<file path="src/hw/rtl/dca_pkg.sv">
// Shared types and codes for the drive command arbiter.
package dca_pkg;

    // Item codes on the command field.
    localparam logic [2:0] CMD_NAV_WR    = 3'd0;
    localparam logic [2:0] CMD_DOCK_WR   = 3'd1;
    localparam logic [2:0] CMD_TELEOP_WR = 3'd2;
    localparam logic [2:0] CMD_SELECT    = 3'd3;
    localparam logic [2:0] CMD_SET_STOP  = 3'd4;

    // Slot numbers, equal to the low bits of the matching write command.
    localparam logic [1:0] SLOT_NAV    = 2'd0;
    localparam logic [1:0] SLOT_DOCK   = 2'd1;
    localparam logic [1:0] SLOT_TELEOP = 2'd2;
    localparam int unsigned NUM_SLOTS  = 3;

    // Source codes reported with each result.
    localparam logic [1:0] SRC_NONE   = 2'd0;
    localparam logic [1:0] SRC_NAV    = 2'd1;
    localparam logic [1:0] SRC_DOCK   = 2'd2;
    localparam logic [1:0] SRC_TELEOP = 2'd3;

    // Configuration register indexes.
    localparam logic [2:0] CFG_NAV_TIMEOUT    = 3'd0;
    localparam logic [2:0] CFG_DOCK_TIMEOUT   = 3'd1;
    localparam logic [2:0] CFG_TELEOP_TIMEOUT = 3'd2;
    localparam logic [2:0] CFG_MAX_LINEAR     = 3'd3;
    localparam logic [2:0] CFG_MAX_ANGULAR    = 3'd4;
    localparam logic [2:0] CFG_LINEAR_ACCEL   = 3'd5;
    localparam logic [2:0] CFG_ANGULAR_ACCEL  = 3'd6;
    localparam logic [2:0] CFG_NAV_FIRST      = 3'd7;

    // Configuration reset values.
    localparam logic [15:0] RST_TIMEOUT       = 16'd500;
    localparam logic [14:0] RST_MAX_LINEAR    = 15'd500;
    localparam logic [14:0] RST_MAX_ANGULAR   = 15'd1000;
    localparam logic [15:0] RST_LINEAR_ACCEL  = 16'd256;
    localparam logic [15:0] RST_ANGULAR_ACCEL = 16'd512;

    typedef struct packed {
        logic [2:0]         cmd;
        logic signed [15:0] linear_vel;
        logic signed [15:0] angular_vel;
        logic [31:0]        time_now;
        logic [15:0]        elapsed_ms;
        logic               stop_flag;
    } t_in_item;

    typedef struct packed {
        logic signed [15:0] linear_out;
        logic signed [15:0] angular_out;
        logic [1:0]         source;
        logic               clamped;
    } t_out_item;

endpackage

</file>
<file path="src/hw/rtl/dca_limit.sv">
// Speed clamp followed by slew limiting for one velocity axis.
module dca_limit (
    input  logic signed [15:0] i_want,
    input  logic [14:0]        i_max,
    input  logic signed [15:0] i_prev,
    input  logic [15:0]        i_accel,
    input  logic [15:0]        i_dt,
    output logic signed [15:0] o_val,
    output logic               o_clamped
);

    logic signed [15:0] w_lim;
    logic signed [15:0] w_nlim;
    logic signed [15:0] w_clip;
    logic               w_speed_hit;
    logic [31:0]        w_prod;
    logic signed [24:0] w_step;
    logic signed [24:0] w_diff;
    logic signed [24:0] w_delta;
    logic signed [24:0] w_sum;
    logic               w_slew_hit;

    assign w_lim  = $signed({1'b0, i_max});
    assign w_nlim = -w_lim;

    always_comb begin
        w_clip      = i_want;
        w_speed_hit = 1'b0;
        if (i_want > w_lim) begin
            w_clip      = w_lim;
            w_speed_hit = 1'b1;
        end else if (i_want < w_nlim) begin
            w_clip      = w_nlim;
            w_speed_hit = 1'b1;
        end
    end

    // Allowed change is accel * dt in Q8.8, truncated to whole units.
    assign w_prod = 32'(i_accel) * 32'(i_dt);
    assign w_step = $signed({1'b0, w_prod[31:8]});
    assign w_diff = 25'(w_clip) - 25'(i_prev);

    always_comb begin
        w_delta    = w_diff;
        w_slew_hit = 1'b0;
        if (i_dt != 16'd0) begin
            if (w_diff > w_step) begin
                w_delta    = w_step;
                w_slew_hit = 1'b1;
            end else if (w_diff < -w_step) begin
                w_delta    = -w_step;
                w_slew_hit = 1'b1;
            end
        end
    end

    // The result always lies between the previous output and the clamped
    // request, so it fits the output width.
    assign w_sum     = 25'(i_prev) + w_delta;
    assign o_val     = w_sum[15:0];
    assign o_clamped = w_speed_hit | w_slew_hit;

endmodule

</file>
<file path="src/hw/rtl/drive_command_arbiter.sv">
// Top level of the drive command arbiter: slots, source selection and result register.
//
// The block takes one transaction per cycle, unless stalled, on the input channel
// (i_in_valid / o_in_ready, payload i_in). Write transactions store a velocity
// command with its timestamp in the navigation, docking or teleop slot unless
// stopped; a set-stop transaction changes the stopped state and, on a real
// change, empties all slots and forgets the previous output. Only a select
// transaction yields a result transaction on the output channel (o_out_valid /
// i_out_ready, payload o_out): the highest-priority fresh source, clamped to the
// speed limits and slew-limited against the previous output.
// An accepted transaction is held in an input register and worked on there by
// one pass of compares, one 16 x 16 multiply per axis and a clamp; its result
// is then held in the output register. The sustained rate is one transaction per
// cycle while the receiver keeps up. When the receiver stalls, the output register
// holds its result and the input register holds the next transaction; input ready
// falls only when both are full and the held transaction is a select. Reset
// (synchronous, active low) empties both registers, invalidates all slots, clears
// the previous output and the stopped state, and returns the configuration
// registers to their defaults. Configuration is written on the plain write port,
// one register per cycle with the write enable high.
module drive_command_arbiter (
    input  logic                 i_clk,
    input  logic                 i_rst_n,
    input  logic                 i_in_valid,
    output logic                 o_in_ready,
    input  dca_pkg::t_in_item    i_in,
    output logic                 o_out_valid,
    input  logic                 i_out_ready,
    output dca_pkg::t_out_item   o_out,
    input  logic                 i_cfg_we,
    input  logic [2:0]           i_cfg_idx,
    input  logic [15:0]          i_cfg_data
);

    // Configuration registers.
    logic [15:0] r_nav_timeout;
    logic [15:0] r_dock_timeout;
    logic [15:0] r_teleop_timeout;
    logic [14:0] r_max_linear;
    logic [14:0] r_max_angular;
    logic [15:0] r_linear_accel;
    logic [15:0] r_angular_accel;
    logic        r_nav_first;

    // Command slots and the feedback state.
    logic signed [15:0] r_slot_lin [dca_pkg::NUM_SLOTS];
    logic signed [15:0] r_slot_ang [dca_pkg::NUM_SLOTS];
    logic [31:0]        r_slot_time [dca_pkg::NUM_SLOTS];
    logic [dca_pkg::NUM_SLOTS-1:0] r_slot_valid;
    logic signed [15:0] r_prev_lin;
    logic signed [15:0] r_prev_ang;
    logic               r_stopped;

    // Input register and result register.
    logic                r_in_valid;
    dca_pkg::t_in_item   r_in;
    logic                r_out_valid;
    dca_pkg::t_out_item  r_out;

    logic                w_is_write;
    logic                w_is_select;
    logic                w_is_stop;
    logic                w_out_free;
    logic                w_advance;
    logic [15:0]         w_timeout [dca_pkg::NUM_SLOTS];
    logic [dca_pkg::NUM_SLOTS-1:0] w_fresh;
    logic [31:0]         w_age [dca_pkg::NUM_SLOTS];
    logic [1:0]          w_src;
    logic [1:0]          w_idx;
    logic signed [15:0]  w_lin_val;
    logic signed [15:0]  w_ang_val;
    logic                w_lin_hit;
    logic                w_ang_hit;
    dca_pkg::t_out_item  n_out;

    // ------------------------------------------------------------------
    // Handshake. The input register moves on whenever its transaction
    // needs no result slot, or the result slot is free or being emptied.
    // ------------------------------------------------------------------
    assign w_is_write  = (r_in.cmd == dca_pkg::CMD_NAV_WR) ||
                         (r_in.cmd == dca_pkg::CMD_DOCK_WR) ||
                         (r_in.cmd == dca_pkg::CMD_TELEOP_WR);
    assign w_is_select = (r_in.cmd == dca_pkg::CMD_SELECT);
    assign w_is_stop   = (r_in.cmd == dca_pkg::CMD_SET_STOP);
    assign w_out_free  = !r_out_valid || i_out_ready;
    assign w_advance   = r_in_valid && (!w_is_select || w_out_free);
    assign o_in_ready  = !r_in_valid || w_advance;
    assign o_out_valid = r_out_valid;
    assign o_out       = r_out;

    // ------------------------------------------------------------------
    // Freshness: written, not stamped in the future, and within timeout.
    // ------------------------------------------------------------------
    assign w_timeout[dca_pkg::SLOT_NAV]    = r_nav_timeout;
    assign w_timeout[dca_pkg::SLOT_DOCK]   = r_dock_timeout;
    assign w_timeout[dca_pkg::SLOT_TELEOP] = r_teleop_timeout;

    always_comb begin
        for (int i = 0; i < dca_pkg::NUM_SLOTS; i++) begin
            w_age[i]   = r_in.time_now - r_slot_time[i];
            w_fresh[i] = r_slot_valid[i] && (r_in.time_now >= r_slot_time[i]) &&
                         (w_age[i] <= 32'(w_timeout[i]));
        end
    end

    // Docking always wins; the priority register orders the other two.
    always_comb begin
        w_src = dca_pkg::SRC_NONE;
        w_idx = dca_pkg::SLOT_NAV;
        if (!r_stopped) begin
            if (w_fresh[dca_pkg::SLOT_DOCK]) begin
                w_src = dca_pkg::SRC_DOCK;
                w_idx = dca_pkg::SLOT_DOCK;
            end else if (r_nav_first) begin
                if (w_fresh[dca_pkg::SLOT_NAV]) begin
                    w_src = dca_pkg::SRC_NAV;
                    w_idx = dca_pkg::SLOT_NAV;
                end else if (w_fresh[dca_pkg::SLOT_TELEOP]) begin
                    w_src = dca_pkg::SRC_TELEOP;
                    w_idx = dca_pkg::SLOT_TELEOP;
                end
            end else begin
                if (w_fresh[dca_pkg::SLOT_TELEOP]) begin
                    w_src = dca_pkg::SRC_TELEOP;
                    w_idx = dca_pkg::SLOT_TELEOP;
                end else if (w_fresh[dca_pkg::SLOT_NAV]) begin
                    w_src = dca_pkg::SRC_NAV;
                    w_idx = dca_pkg::SLOT_NAV;
                end
            end
        end
    end

    dca_limit u_lin_limit (
        .i_want    (r_slot_lin[w_idx]),
        .i_max     (r_max_linear),
        .i_prev    (r_prev_lin),
        .i_accel   (r_linear_accel),
        .i_dt      (r_in.elapsed_ms),
        .o_val     (w_lin_val),
        .o_clamped (w_lin_hit)
    );

    dca_limit u_ang_limit (
        .i_want    (r_slot_ang[w_idx]),
        .i_max     (r_max_angular),
        .i_prev    (r_prev_ang),
        .i_accel   (r_angular_accel),
        .i_dt      (r_in.elapsed_ms),
        .o_val     (w_ang_val),
        .o_clamped (w_ang_hit)
    );

    // With no source the result is all zero, which also becomes the new
    // previous output.
    always_comb begin
        n_out = '0;
        if (w_src != dca_pkg::SRC_NONE) begin
            n_out.linear_out  = w_lin_val;
            n_out.angular_out = w_ang_val;
            n_out.source      = w_src;
            n_out.clamped     = w_lin_hit | w_ang_hit;
        end
    end

    // ------------------------------------------------------------------
    // Configuration registers.
    // ------------------------------------------------------------------
    always_ff @(posedge i_clk) begin
        if (!i_rst_n) begin
            r_nav_timeout    <= dca_pkg::RST_TIMEOUT;
            r_dock_timeout   <= dca_pkg::RST_TIMEOUT;
            r_teleop_timeout <= dca_pkg::RST_TIMEOUT;
            r_max_linear     <= dca_pkg::RST_MAX_LINEAR;
            r_max_angular    <= dca_pkg::RST_MAX_ANGULAR;
            r_linear_accel   <= dca_pkg::RST_LINEAR_ACCEL;
            r_angular_accel  <= dca_pkg::RST_ANGULAR_ACCEL;
            r_nav_first      <= 1'b1;
        end else if (i_cfg_we) begin
            case (i_cfg_idx)
                dca_pkg::CFG_NAV_TIMEOUT:    r_nav_timeout    <= i_cfg_data;
                dca_pkg::CFG_DOCK_TIMEOUT:   r_dock_timeout   <= i_cfg_data;
                dca_pkg::CFG_TELEOP_TIMEOUT: r_teleop_timeout <= i_cfg_data;
                dca_pkg::CFG_MAX_LINEAR:     r_max_linear     <= i_cfg_data[14:0];
                dca_pkg::CFG_MAX_ANGULAR:    r_max_angular    <= i_cfg_data[14:0];
                dca_pkg::CFG_LINEAR_ACCEL:   r_linear_accel   <= i_cfg_data;
                dca_pkg::CFG_ANGULAR_ACCEL:  r_angular_accel  <= i_cfg_data;
                dca_pkg::CFG_NAV_FIRST:      r_nav_first      <= i_cfg_data[0];
                default: ;
            endcase
        end
    end

    // ------------------------------------------------------------------
    // Input register.
    // ------------------------------------------------------------------
    always_ff @(posedge i_clk) begin
        if (!i_rst_n) begin
            r_in_valid <= 1'b0;
        end else if (o_in_ready) begin
            r_in_valid <= i_in_valid;
        end
    end

    always_ff @(posedge i_clk) begin
        if (i_in_valid && o_in_ready) begin
            r_in <= i_in;
        end
    end

    // ------------------------------------------------------------------
    // Slot and feedback state, updated as each transaction leaves the
    // input register, so the next one in line sees its effect.
    // ------------------------------------------------------------------
    always_ff @(posedge i_clk) begin
        if (!i_rst_n) begin
            r_slot_valid <= '0;
            r_prev_lin   <= '0;
            r_prev_ang   <= '0;
            r_stopped    <= 1'b0;
        end else if (w_advance) begin
            if (w_is_write && !r_stopped) begin
                r_slot_valid[r_in.cmd[1:0]] <= 1'b1;
            end
            if (w_is_stop && (r_in.stop_flag != r_stopped)) begin
                r_stopped    <= r_in.stop_flag;
                r_slot_valid <= '0;
                r_prev_lin   <= '0;
                r_prev_ang   <= '0;
            end
            if (w_is_select) begin
                r_prev_lin <= n_out.linear_out;
                r_prev_ang <= n_out.angular_out;
            end
        end
    end

    // Slot payload is only used while its valid bit is set.
    always_ff @(posedge i_clk) begin
        if (w_advance && w_is_write && !r_stopped) begin
            r_slot_lin[r_in.cmd[1:0]]  <= r_in.linear_vel;
            r_slot_ang[r_in.cmd[1:0]]  <= r_in.angular_vel;
            r_slot_time[r_in.cmd[1:0]] <= r_in.time_now;
        end
    end

    // ------------------------------------------------------------------
    // Result register.
    // ------------------------------------------------------------------
    always_ff @(posedge i_clk) begin
        if (!i_rst_n) begin
            r_out_valid <= 1'b0;
        end else if (w_advance && w_is_select) begin
            r_out_valid <= 1'b1;
        end else if (i_out_ready) begin
            r_out_valid <= 1'b0;
        end
    end

    always_ff @(posedge i_clk) begin
        if (w_advance && w_is_select) begin
            r_out <= n_out;
        end
    end

endmodule
</file>
<file path="config.mk">
export PLATFORM = sky130hd
export DESIGN_NAME = drive_command_arbiter
export DESIGN_NICKNAME = d
export VERILOG_FILES = /design/src/hw/rtl/dca_pkg.sv /design/src/hw/rtl/dca_limit.sv /design/src/hw/rtl/drive_command_arbiter.sv
export SDC_FILE = /design/constraint.sdc
export NUM_CORES = 2
export LEC_CHECK = 0
export ABC_AREA = 1
export BUFFER_PORTS_ARGS = -buffer_cell sky130_fd_sc_hd__buf_2
export CORE_MARGIN = 2
export CORE_UTILIZATION = 40
export CTS_CLUSTER_SIZE = 10
export DETAILED_ROUTE_END_ITERATION = 16
export MAX_ROUTING_LAYER = met4
export PLACE_DENSITY = 0.64
export SYNTH_ARGS = -nofsm -noshare
export SYNTH_HDL_FRONTEND = slang
export SYNTH_SLANG_ARGS = --single-unit
export TNS_END_PERCENT = 50
</file>
<file path="constraint.sdc">
create_clock -name i_clk -period 12.5 [get_ports i_clk]
set_clock_uncertainty 0.15 [all_clocks]
set_input_delay 1.25 -clock i_clk [delete_from_list [all_inputs] [get_ports i_clk]]
set_output_delay 1.25 -clock i_clk [all_outputs]
set_load 0.02 [all_outputs]
</file>
After elaboration in Yosys (flattened, before gate mapping)
Memory sizes are Yosys's and may differ from the RTL's. Cells that the tools add are included.

Bits in registers: 268. Bits in writable memories: 192. Input port bits: 108. Output and inout port bits: 37. Word-level logic and storage cells: 157. Memories: 3.

$add $sub $neg: 11. $mul: 2. $lt $le $gt $ge: 16. Eq/ne operators: 12. Muxes and demuxes: 44. Bitwise operators: 4. Reduce and logical (&&, ||, !) cells: 41.

Memories: r_slot_time (words 3, width 32, rd ports 3, clocked after memory_dff 0, wr ports 1, line drive_command_arbiter.sv:48) `logic [31:0] r_slot_time [dca_pkg::NUM_SLOTS];`; r_slot_ang (words 3, width 16, rd ports 1, clocked after memory_dff 0, wr ports 1, line drive_command_arbiter.sv:47) `logic signed [15:0] r_slot_ang [dca_pkg::NUM_SLOTS];`; r_slot_lin (words 3, width 16, rd ports 1, clocked after memory_dff 0, wr ports 1, line drive_command_arbiter.sv:46) `logic signed [15:0] r_slot_lin [dca_pkg::NUM_SLOTS];`.

Operators with widths (count): $mux W16 (13); $ge A32 B32 Y1 (3); $le A32 B16 Y1 (3); $sub A32 B32 Y32 (3); $mul A16 B16 Y32 (2); $gt A17 B25 Y1 (2); $lt A17 B25 Y1 (2); $neg A24 Y25 (2); $mux W35 (1); $sub A16 B16 Y17 (2); $add A16 B16 Y16 (2); $gt A16 B16 Y1 (2); $lt A16 B16 Y1 (2); $neg A15 Y16 (2); $mux W2 (11); $reduce_and A2 Y1 (11); $mux W1 (16); $reduce_bool A16 Y1 (1); $eq A3 B3 Y1 const B (5); $logic_and A1 B1 Y1 (14); $eq A3 B2 Y1 const B (4); $reduce_bool A2 Y1 (4); $eq A3 B1 Y1 const B (2); $logic_not A3 Y1 (2); other kinds (9) (19).

Depth between registers and ports, before layout
An unclocked memory read counts as a cell.

Depth after elaboration: 22. Mapped depth: 104. Gate-level depth less buffers: 101.

By module
A second synthesis with hierarchy kept.

Cell total of the unflattened synthesis: 7334. Area, all modules: 53558.9 µm².

By module, submodules not included: drive_command_arbiter (times used 1, cells each 3106, area an instance 25451.9 µm², sequential area each 12321.8 µm²); dca_limit (u_ang_limit) (times used 1, cells each 2109, area an instance 14073.5 µm², sequential area each 0.0 µm²); dca_limit (u_lin_limit) (times used 1, cells each 2119, area an instance 14033.5 µm², sequential area each 0.0 µm²).

Worst setup path after synthesis
Ideal clock, no wire load.

Path type: register to register. From: register r_in[17] (netlist bit). To: register r_out, in the netlist o_out[17] (data pin). Setup time: 0.250 ns. Arrival time: 11.802 ns. Data required time: 12.100 ns. Slack: 0.298 ns. Cell stages (with the launch flop): 90. Path buffers: 5. Period minus slack after synthesis: 12.202 ns. Cells stage by stage: edfxtp_1 -> inv_1 -> ha_1 -> inv_1 -> fa_1 -> nand3_1 -> nand2_1 -> a21oi_1 -> o21ai_0 -> inv_1 -> o21ai_0 -> xor2_1 -> ha_1 -> nand4_1 -> nor3_1 -> nand2_1 -> a21oi_1 -> nand3_1 -> [... 54 more ...] -> nor2_1 -> a211oi_1 -> o21ai_0 -> a21oi_1 -> o21bai_1 -> a21oi_1 -> o21bai_1 -> nand2_1 -> nand2_1 -> a21oi_1 -> inv_1 -> a21oi_1 -> nor2_1 -> nor2_1 -> xor2_1 -> inv_1 -> nand2_1 -> inv_2.

RTL lines: start: declaration (line drive_command_arbiter.sv:56) `dca_pkg::t_in_item r_in;`; start signal: assignment (line drive_command_arbiter.sv:207) `r_in <= i_in;`; end signal: assignment (line drive_command_arbiter.sv:262) `r_out <= n_out;`; end: declaration (line drive_command_arbiter.sv:58) `dca_pkg::t_out_item r_out;`.

==> Implementation_results.wiki <==
{| class="wikitable"
! Metric !! Value
|-
| Per-cell via count in the routed design || roughly 5
|-
| Proportion of power drawn by flip-flops and latches || approximately a quarter
|-
| Worst hold slack || 0.315 ns
|-
| M1 wire length || around 66,000 µm
|-
| Routed length on met2 || a little under 80,000 µm
|-
| Post-DP HPWL || 127,000 µm
|-
| Total Routing Usage GR || 24.8%
|-
| Final setup fails || 0
|-
| Share of Yosys cell area claimed by the top area cell type || 18.2%
|-
| Top routing layer in use || met4
|-
| Number of slew-limit violations in the final report || 0
|-
| Crit Reg-Reg Startpoint || r_in[17]$_DFFE_PP_
|-
| Final routed DRC violation total || 0
|-
| Number of antenna violations at the first check in global routing || 10
|-
| Distinct cells, synth || 63
|-
| Post-synthesis net count || approximately 8,000
|-
| Clk pwr share || 24.7%
|-
| Slew at the pin with the worst max-slew slack || approximately 1.2 ns
|-
| Category of the most critical setup path || reg -> reg
|-
| Non-filler cells, final || approximately 9,400
|-
| Required arrival time at the worst endpoint || 12.87 ns
|-
| Total Die Area || 0.131 mm²
|-
| Hold-fix buffers at CTS || 0
|-
| # rows || around 130
|-
| Most frequent cells after synthesis || sky130_fd_sc_hd__nand2_1 (1,707), sky130_fd_sc_hd__inv_1 (1,427), sky130_fd_sc_hd__ha_1 (559)
|-
| Fraction of final layout cells with drive strength greater than 1 || between 10% and 20%
|-
| Wire length on met3 || around 8600 µm
|-
| Ys Warns || 0
|-
| Initial Utilization || between 40 and 50%
|-
| Avg Cell Area, Syn || approximately 7.5 µm²
|-
| RSZ-0062 raised after global routing || true
|-
| Leakage power of the design || about 33 nW
|-
| Startpoint of the worst hold path || r_nav_timeout[1]$_SDFFE_PN0P_
|-
| Worst path arrival time || 12.81 ns
|-
| Via count of the first global-routing pass || ~48,000
|-
| Slowest CP cell || sky130_fd_sc_hd__edfxtp_1
|-
| Fraction of power consumed by combinational cells || about 50%
|-
| Placer Congestion || between 0.9 and 1
|-
| Result of the run || complete, no violations
|-
| Cells after Synth || 6,829
|-
| FF-to-FF path depth || 96
|-
| Routed WL per cell || about 17 µm
|-
| Count of nets after finishing || around 9,000
|-
| Class of the most critical hold timing path || reg -> reg
|-
| Drt first pass iters || 6
|-
| Maximum number of buffers from clock root to sink || 3
|-
| Worst relative slew slack || between 20% and 30%
|-
| CTS sink count || 460
|-
| Global-route wire length before repair || 251,000 µm
|-
| Largest area contributor in the synthesized netlist || sky130_fd_sc_hd__edfxtp_1
|-
| Register-to-register path setup slack || roughly 0.06 ns
|-
| Layout Utilization || around half
|-
| Worst setup EP type || flip-flop
|-
| Fill cell total of the finished layout || between 10,000 and 15,000
|-
| PortBufs || around 140
|-
| Power density of the placed cells || between 100 and 150 mW/mm²
|-
| Largest net degree at the start of global routing || between 100 and 150
|-
| Top cells by area, synth || sky130_fd_sc_hd__edfxtp_1 (18%), sky130_fd_sc_hd__fa_1 (15%), sky130_fd_sc_hd__ha_1 (14%), sky130_fd_sc_hd__nand2_1 (12%), sky130_fd_sc_hd__inv_1 (10%)
|-
| Post-route cell area || between 0.06 and 0.07 mm²
|-
| Minimum period implied by the final worst setup slack || 12.44 ns
|-
| Root Buffer Master || sky130_fd_sc_hd__clkbuf_16
|-
| VDD IR max || 112 µV
|-
| Antenna Nets Post-Route || 0
|-
| Drt total wl || between 150,000 and 200,000 µm
|-
| Final cycle utilization of the critical path || 99.5%
|-
| Proportion of synthesized flip-flops having asynchronous set or reset || 0%
|-
| Cell repeated most along the worst path || sky130_fd_sc_hd__nand2_1
|-
| FMAX || 0.0804 GHz
|-
| CP max FO || 6
|-
| Cell-internal power || slightly above 4 mW
|-
| Die Y || around 360 µm
|-
| IO Pins || 145
|-
| Synthesized flop and latch total || 460
|-
| Worst hold path stage count || 2
|-
| Most frequent cell after synthesis || sky130_fd_sc_hd__nand2_1
|-
| Switching power share of the total || between 40% and 50%
|-
| Clock latency on the worst-skew pair || 0.69 ns
|-
| Global route overflow || 0
|-
| Number of placed instances with taps included || between 9,000 and 10,000
|-
| Max-cap violation count || 0
|-
| Register area share after synthesis || approximately a quarter
|-
| Area of the mapped netlist || a little over 0.05 mm²
|-
| Number of enable flip-flop cells after synthesis || around 310
|-
| P&R area growth vs syn || 23.8%
|-
| Num CTS Buffers || 59
|-
| Largest incremental delay on the critical path || 0.37 ns
|-
| Number of endpoints with negative hold slack in the final report || 0
|-
| Switching component of the power || 2.88 mW
|-
| Number of design-rule violations left by the first detailed-router iteration || 2,978
|-
| RR Endpoint || r_prev_ang[14]$_SDFFE_PN0P_
|-
| Clock tree from TritonCTS || done
|-
| Register clock-pin slew on the reported worst setup and hold paths || approximately 0.060 ns
|-
| Kind of launch point of the worst setup path || flip-flop
|-
| X dimension of the die || 362 µm
|-
| Top_reg_cell synth || sky130_fd_sc_hd__edfxtp_1
|-
| Hold EP || r_nav_timeout[1]$_SDFFE_PN0P_
|-
| Core Box Area || ~0.13 mm²
|-
| Maximum level of the CTS H-tree || 2
|-
| Total via count in the routed design || ~47,000
|-
| Area post-placement || 0.0592 mm²
|}
## cells in the final DEF, fill, tap and decap left out, types with 23 or more instances in the layout
cell / instances
sky130_fd_sc_hd__o21ai_2: 41
sky130_fd_sc_hd__buf_2: 144
sky130_fd_sc_hd__a21oi_1: 343
sky130_fd_sc_hd__ha_4: 33
sky130_fd_sc_hd__nor2_1: 401
sky130_fd_sc_hd__nand3_1: 213
sky130_fd_sc_hd__xnor2_1: 54
sky130_fd_sc_hd__a21oi_2: 59
sky130_fd_sc_hd__buf_6: 24
sky130_fd_sc_hd__o211ai_1: 44
sky130_fd_sc_hd__clkbuf_16: 62
sky130_fd_sc_hd__fa_1: 388
sky130_fd_sc_hd__nand2_1: 1658
sky130_fd_sc_hd__edfxtp_1: 311
sky130_fd_sc_hd__inv_2: 38
sky130_fd_sc_hd__xor2_1: 123
sky130_fd_sc_hd__o21ai_0: 277
sky130_fd_sc_hd__nor3_1: 38
sky130_fd_sc_hd__nor2_2: 27
sky130_fd_sc_hd__buf_4: 824
sky130_fd_sc_hd__o21bai_1: 23
sky130_fd_sc_hd__ha_1: 521
sky130_fd_sc_hd__nand3_2: 27
sky130_fd_sc_hd__nand4_1: 87
sky130_fd_sc_hd__inv_1: 1410
sky130_fd_sc_hd__nand2_2: 72
sky130_fd_sc_hd__clkbuf_1: 28
sky130_fd_sc_hd__o21ai_1: 56
sky130_fd_sc_hd__dfxtp_1: 149
## critical path: cells and delay by family (launching register included)
family | cells | cell delay [ns]
and+or+nand+nor | 34 | 2.78
buffers and inverters | 17 | 1.88
AOI/OAI and AO/OA | 35 | 4.64
adders and majority gates | 7 | 1.92
xor gates and xnor gates | 3 | 0.50
DFF | 1 | 0.37
## power groups by stage
| stage | logic [mW] | registers [mW] | clock network [mW] |
|---|---|---|---|
| detailed placement | 3.26 | 1.78 | 0 |
| floorplan | 2.13 | 1.74 | 0 |
| global placement | 3.22 | 1.78 | 0 |
| global route | 3.89 | 1.75 | 1.80 |
| finish | 3.47 | 1.75 | 1.71 |
| CTS | 3.34 | 1.75 | 1.75 |
## routing by layer
metal | vias to the layer above | global-route usage [%]
met5 | - | -
met4 | 0 | 9.21
met3 | 326 | 2.43
met2 | 1309 | 43.2
met1 | 22400 | 29.6
li1 | 23300 | -
## worst max path at each step
| stage | slack [ns] | from | depth (start not counted) | endpoint |
|---|---|---|---|---|
| after global routing | -0.78 | r_in[17]$_DFFE_PP_ | 97 | r_prev_ang[14]$_SDFFE_PN0P_ |
| after global placement | -0.43 | r_in[18]$_DFFE_PP_ | 95 | r_prev_ang[14]$_SDFFE_PN0P_ |
| after detailed placement | -0.68 | r_in[18]$_DFFE_PP_ | 92 | o_out[34]$_DFFE_PP_ |
| after CTS | 0.001 | r_in[19]$_DFFE_PP_ | 89 | r_prev_ang[14]$_SDFFE_PN0P_ |
| after floorplan | 0.30 | r_in[17]$_DFFE_PP_ | 89 | o_out[17]$_DFFE_PP_ |
| final | 0.06 | r_in[17]$_DFFE_PP_ | 96 | r_prev_ang[14]$_SDFFE_PN0P_ |
## state kept, by name (all words and copies together), names as in the netlist, 16 cells and up
signal            count
r_angular_accel      16
r_teleop_timeout     16
r_prev_lin           16
r_in                 84
r_prev_ang           16
r_slot_lin           48
o_out                35
r_slot_time          96
r_slot_ang           48
r_dock_timeout       16
r_nav_timeout        16
r_linear_accel       16
## kinds of logic (layout without fill, tap and decap cells)
| logic type | after synthesis | after routing | share of synthesized area [%] |
|---|---|---|---|
| AND/OR/NAND/NOR | 2617 | 2617 | 21.1 |
| flip-flops | 460 | 460 | 24.0 |
| AO/OA/AOI/OAI | 954 | 954 | 10.4 |
| other | 0 | 6 | 0 |
| multiplexers | 2 | 2 | 0.0439 |
| buffers and inverters | 1659 | 2578 | 12.3 |
| XOR/XNOR | 185 | 185 | 3.17 |
| adder cells (fa/ha/maj) | 952 | 952 | 29.0 |
## through the flow
step | setup WS (ns) | TNS (ns) | power (mW)
3_3_place_gp | -0.427 | -3.50 | 5.00
4_1_cts | 0.00100 | 0 | 6.83
3_5_place_dp | -0.682 | -9.75 | 5.04
6_report | 0.0585 | 0 | 6.92
5_1_grt | -0.782 | -12.51 | 7.44
2_1_floorplan | 0.298 | 0 | 3.87
## what timing repair did
item / CTS / global route
cloned: 1 / 2
endpoints found under the setup margin: 29 / 51
buffers inserted: 26 / 55
pin swaps: 43 / 184
resized for setup: 111 / 310
## layout make-up
class	instances	area, µm²	share of cell area [%]
Antenna cell	6	15.0	0.0237
Sequential cell	460	12300	19.4
Tap cell	1662	2080	3.28
Clock buffer	96	1730	2.72
Clock inverter	16	188	0.296
Timing Repair Buffer	1006	7440	11.7
Multi-Input combinational cell	4710	34200	53.9
Inverter	1460	5500	8.66
Power figures use the tool's default switching activity.
